### src/rtl/linear_softmax_image_classifier_unit_macros.svh
// Assertion macros for the classifier RTL.
// Included by lsic_back, the module that carries concurrent checks; needs no package.
`ifndef LINEAR_SOFTMAX_IMAGE_CLASSIFIER_UNIT_MACROS_SVH
`define LINEAR_SOFTMAX_IMAGE_CLASSIFIER_UNIT_MACROS_SVH

`ifndef SYNTH
`define LSIC_ASSERT(lbl, clk, rst_n, prop, msg) \
  lbl: assert property (@(posedge clk) disable iff (!rst_n) prop) \
    else $error(msg);
`define LSIC_ASSERT_NEVER(lbl, clk, rst_n, cond, msg) \
  `LSIC_ASSERT(lbl, clk, rst_n, !(cond), msg)
`else
`define LSIC_ASSERT(lbl, clk, rst_n, prop, msg)
`define LSIC_ASSERT_NEVER(lbl, clk, rst_n, cond, msg)
`endif

`endif

### src/rtl/lsic_pkg.sv
// Types, constants and queue depths for the linear image classifier.
// No dependencies; imported by every module of the block.
`default_nettype none

package lsic_pkg;

  localparam int unsigned LSIC_MAX_PIXELS  = 16384;
  localparam int unsigned LSIC_NUM_CLASSES = 3;
  localparam int unsigned LSIC_WEIGHT_BITS = 16;

  localparam int unsigned ACC_W     = 48;
  localparam int unsigned CMD_DEPTH = 4;
  localparam int unsigned OUT_DEPTH = 16;
  localparam int unsigned CMD_PW    = $clog2(CMD_DEPTH);
  localparam int unsigned CMD_CW    = $clog2(CMD_DEPTH + 1);
  localparam int unsigned OUT_PW    = $clog2(OUT_DEPTH);
  localparam int unsigned OUT_CW    = $clog2(OUT_DEPTH + 1);

  localparam logic OP_WRITE = 1'b0;
  localparam logic OP_PIXEL = 1'b1;

  typedef enum logic {
    CMD_WRITE = 1'b0,
    CMD_PIXEL = 1'b1
  } cmd_kind_e;

  typedef struct packed {
    logic               opcode;
    logic [1:0]         weight_class;
    logic [13:0]        weight_address;
    logic signed [15:0] weight_value;
    logic [7:0]         pixel_value;
    logic               last_pixel;
  } lsic_in_t;

  typedef struct packed {
    logic [1:0]          best_class;
    logic signed [47:0]  best_score;
    logic [14:0]         pixels_seen;
  } lsic_out_t;

  typedef struct packed {
    cmd_kind_e          kind;
    logic [1:0]         cls;
    logic [13:0]        addr;
    logic signed [15:0] wval;
    logic [7:0]         pix;
    logic               last;
  } cmd_t;

  // Per-lane controls driven by the back end.
  typedef struct packed {
    logic wr;
    logic rd;
    logic acc;
    logic add;
    logic clr;
  } lane_ctl_t;

endpackage

`default_nettype wire

### src/rtl/lsic_front.sv
// Front end: accepts requests, drops out-of-range weight writes, queues commands.
// Depends on lsic_pkg.
`default_nettype none

module lsic_front
  import lsic_pkg::*;
#(
  parameter int unsigned MAX_PIXELS  = LSIC_MAX_PIXELS,
  parameter int unsigned NUM_CLASSES = LSIC_NUM_CLASSES
) (
  input  logic     clk_i,
  input  logic     rst_ni,
  input  logic     push_i,
  input  lsic_in_t in_item_i,
  output logic     full_o,
  output logic     cmd_valid_o,
  output cmd_t     cmd_o,
  input  logic     cmd_pop_i
);

  cmd_t              mem_q [CMD_DEPTH];
  logic [CMD_PW-1:0] wp_q, rp_q;
  logic [CMD_CW-1:0] cnt_q, cnt_d;
  logic              accept, keep, enq, deq;
  cmd_t              cmd_new;

  assign full_o      = (cnt_q == CMD_CW'(CMD_DEPTH));
  assign cmd_valid_o = (cnt_q != '0);
  assign cmd_o       = mem_q[rp_q];
  assign accept      = push_i & ~full_o;

  always_comb begin
    keep = (in_item_i.opcode == OP_PIXEL) ||
           ((32'(in_item_i.weight_class) < NUM_CLASSES) &&
            (32'(in_item_i.weight_address) < MAX_PIXELS));
    cmd_new.kind = (in_item_i.opcode == OP_PIXEL) ? CMD_PIXEL : CMD_WRITE;
    cmd_new.cls  = in_item_i.weight_class;
    cmd_new.addr = in_item_i.weight_address;
    cmd_new.wval = in_item_i.weight_value;
    cmd_new.pix  = in_item_i.pixel_value;
    cmd_new.last = in_item_i.last_pixel;
  end

  assign enq = accept & keep;
  assign deq = cmd_pop_i & cmd_valid_o;

  always_comb begin
    cnt_d = cnt_q;
    if (enq && !deq) begin
      cnt_d = cnt_q + 1'b1;
    end else if (deq && !enq) begin
      cnt_d = cnt_q - 1'b1;
    end
  end

  always_ff @(posedge clk_i or negedge rst_ni) begin
    if (!rst_ni) begin
      wp_q  <= '0;
      rp_q  <= '0;
      cnt_q <= '0;
    end else begin
      cnt_q <= cnt_d;
      if (enq) begin
        wp_q <= wp_q + 1'b1;
      end
      if (deq) begin
        rp_q <= rp_q + 1'b1;
      end
    end
  end

  always_ff @(posedge clk_i) begin
    if (enq) begin
      mem_q[wp_q] <= cmd_new;
    end
  end

endmodule

`default_nettype wire

### config.mk
export PLATFORM = sky130hd
export DESIGN_NAME = lsic_front
export DESIGN_NICKNAME = d
export VERILOG_FILES = /design/src/rtl/linear_softmax_image_classifier_unit_macros.svh /design/src/rtl/lsic_pkg.sv /design/src/rtl/lsic_front.sv
export SDC_FILE = /design/constraint.sdc
export NUM_CORES = 1
export LEC_CHECK = 0
export ABC_AREA = 1
export BUFFER_PORTS_ARGS = -buffer_cell sky130_fd_sc_hd__buf_2
export CAP_MARGIN = 30
export CORE_UTILIZATION = 50
export CTS_BUF_LIST = sky130_fd_sc_hd__clkbuf_16
export DETAILED_ROUTE_END_ITERATION = 8
export HOLD_SLACK_MARGIN = 0.08
export PLACE_DENSITY = 0.74
export SETUP_SLACK_MARGIN = 0.4
export SYNTH_ARGS = -nofsm -noshare
export SYNTH_HDL_FRONTEND = slang
export SYNTH_SLANG_ARGS = --single-unit
### constraint.sdc
create_clock -name clk_i -period 4.3 [get_ports clk_i]
set_input_delay 0.215 -clock clk_i [delete_from_list [all_inputs] [get_ports clk_i]]
set_output_delay 0.215 -clock clk_i [all_outputs]
set_load 0.05 [all_outputs]
==> impl_metrics.py <==
metrics = {
    "clock_network": {
        "cts_resized": 0,
        "cts-root-buf": "clkbuf_16",
        "h-tree-depth": 4,
        "cts_hold_buf": 45,
        "cts_buffer_depth": 2,
        "post_cts_buffers": 0,
        "tritoncts": "done",
        "clock_sinks": 175,
        "numCtsBuffers": 17,
        "worstSkewPairLatency_ns": 0.41,
        "clk_pin_slew_ns": 0.07,
    },
    "grt": {
        "grt_usage_pct": 18.8,
        "overflow": 0,
        "grt_pass1_wl_mm": 20.2,
        "grt_pass1_vias": 4243,
        "grt_start_max_net_pins": 86,
        "grt_antenna_before_repair": 0,
    },
    "setup_path": {
        "crit_buf_inv": 3,
        "crit_path_max_incr_delay_ns": 0.73,
        "cp_top_family": "buffers and inverters",
        "slowest_stage": "inv_2",
        "crit_required_ns": 4.09,
        "critPathKind": "reg2out",
        "rrSetupSlack_ns": 1.76,
        "r2r-start": "cnt_q[0]",
        "r2r_end": "mem_q[0][39]",
        "path_cells": "inv_2 > buf_4 > o21ai_0 > o21ai_1 > buf_2",
        "crit_fanout": 61,
        "worstPathArrival_ns": 2.62,
        "worstSetupEndpointType": "output pin",
        "reg2reg_depth": 5,
        "start_kind": "flop",
    },
    "cells_and_area": {
        "syn_to_final_growth_pct": 22.7,
        "drive_gt1_share_pct": 20.4,
        "final_util_pct": 63.2,
        "n_antenna_cell": 0,
        "finalNetCount": 691,
        "fillers": 949,
    },
    "timing": {
        "hold_viol": 0,
        "slew_headroom_pct": 32.3,
        "setup_tns_ns": 0,
        "final.setup_skew_ns": 0.00764,
        "fmax_ghz": 0.353,
        "worst_pin_slew_ns": 1.02,
        "min_period_ns": 2.83,
        "grt_setup_unrepaired": "false",
        "min_period_over_period_pct": 65.9,
        "setup_violations": 0,
        "slew_violations": 0,
    },
    "power_and_ir_drop": {
        "powerDensity_nw_per_um2": 786,
        "leakage_nw": 3.07,
        "finalPower_w": 0.00660,
        "vdd_drop_max_v": 0.000549,
    },
    "synth": {
        "ys_warn_count": 0,
        "syn_area_um2": 6840,
        "syn_inst": 508,
        "yosysUniqueCellTypes": 19,
        "synth-seq-cells": 175,
        "synth_fp_nets": 560,
        "syn_avg_cell_area_um2": 13.5,
        "seq_area_frac_synth_pct": 76.3,
    },
    "place": {
        "finalWeightedCongestion": 0.799,
        "dp_hpwl_mm": 7.28,
        "numPortBuffers": 89,
    },
    "die": {
        "die_h_um": 119,
        "die_area_um2": 14200,
        "ios": 90,
        "start_util_pct": 51.5,
        "rows": 42,
        "core_area_um2": 13300,
        "die_x_um": 119,
    },
    "drt": {
        "drt-wirelength-per-cell_um": 15.3,
        "drc": 0,
        "drt_iter0_markers": 361,
        "wirelength_mm": 12.7,
        "vias_per_cell": 5.14,
        "ant_nets": 0,
        "num_vias": 4253,
        "firstDrtPassIters": 5,
    },
    "min_path": {
        "min_path_type": "in2async",
    },
    "run_status": {
        "status": "finished clean",
    },
    "flow_run": {
        "maxCapViolCount": 0,
    },
}
-- layout make-up --
class,instances,area [µm²],area share [%]
clock buffer,17,425,5.06
sequential,175,5220,62.2
inverter,17,66.3,0.790
multi-input combinational,288,1360,16.1
timing repair buffer,140,941,11.2
clock inverter,15,169,2.01
tap,176,220,2.62
-- per-stage QoR --
step | instances | hold WS [ns] | setup slack (ns) | cell area (µm²)
after floorplan | 508 | -0.0806 | 1.31 | 6840
after global placement | 751 | 0.0540 | 1.79 | 7350
after detailed placement | 751 | 0.0608 | 1.74 | 7350
after CTS | 828 | 0.146 | 1.44 | 8400
after global routing | 828 | 0.176 | 1.34 | 8400
final | 828 | 0.164 | 1.47 | 8400
-- power breakdown --
part           internal [W]  switching, W
Combinational      0.000626       0.00213
Sequential          0.00221      0.000129
Clock              0.000874      0.000636
-- cells in the mapped netlist, drive strengths merged --
master  number  area share, %
buf         23            3.1
clkbuf       5           0.33
dfrtp        7            2.6
edfxtp     168             74
fa           1           0.29
ha           5           0.91
inv         17           0.97
nand2       13           0.71
nand3        6           0.44
nand4        3           0.27
nor2       130            7.1
o21ai      128            9.4
xnor2        2           0.26
-- layout by cell type, fill, tap and decap left out --
| cell | netlist | routed |
|---|---|---|
| nand2_1 | 13 | 13 |
| inv_6 | 0 | 7 |
| inv_4 | 1 | 1 |
| clkbuf_16 | 0 | 17 |
| nor2_1 | 130 | 126 |
| clkinvlp_4 | 0 | 1 |
| fa_1 | 1 | 1 |
| edfxtp_1 | 168 | 168 |
| inv_2 | 1 | 1 |
| dfrtp_1 | 7 | 6 |
| o21ai_1 | 110 | 110 |
| bufinv_16 | 0 | 2 |
| clkinv_4 | 0 | 1 |
| nor2_4 | 0 | 4 |
| dlygate4sd3_1 | 0 | 45 |
| o21ai_0 | 18 | 18 |
| ha_1 | 5 | 5 |
| nand3_1 | 6 | 6 |
| buf_2 | 5 | 89 |
| inv_1 | 15 | 16 |
| dfrtp_2 | 0 | 1 |
| inv_8 | 0 | 2 |
| clkinv_2 | 0 | 1 |
| nand4_1 | 3 | 3 |
| xnor2_1 | 2 | 2 |
| buf_4 | 5 | 6 |
-- worst max path at each step --
| stage | from | endpoint | slack (ns) | depth (start not counted) |
|---|---|---|---|---|
| finish | rp_q[1] | cmd_o[41] | 1.47 | 5 |
| global route | rp_q[0] | cmd_o[39] | 1.34 | 6 |
| CTS | rp_q[1] | cmd_o[41] | 1.44 | 5 |
| detailed placement | cnt_q[0] | mem_q[0][36] | 1.74 | 5 |
| global placement | cnt_q[0] | mem_q[0][36] | 1.79 | 5 |
| floorplan | cnt_q[0] | mem_q[0][0] | 1.31 | 4 |
-- cells by family after synthesis --
kind of cell	share of synthesized area [%]
compound gates	9.36
xor+xnor	0.256
fa+ha+maj	1.21
simple gates	8.56
flops	76.3
buf+inv	4.35
-- worst register-to-register path, cell delays in order, from the launching register on --
cell and delay (ns):
dfrtp_1 0.42, inv_1 0.07, nand3_1 0.13, nand3_1 0.39
nor2_4 0.81, buf_4 0.39
-- sequential cells by signal, indices dropped and copies added, names as in the netlist --
| name | cells |
|---|---|
| mem_q | 168 |
| cnt_q | 3 |
| rp_q | 2 |
| wp_q | 2 |
-- layer usage --
metal  vias up  global-route usage (%)  share of wire [%]
met1      2038                    23.9                 44
met2       117                    31.1                 50
met3        18                    4.36                4.8
li1       2080                       -                  -
met4         0                    7.59                1.6
met5         -                       0                  0
Power figures use the tool's default switching activity.
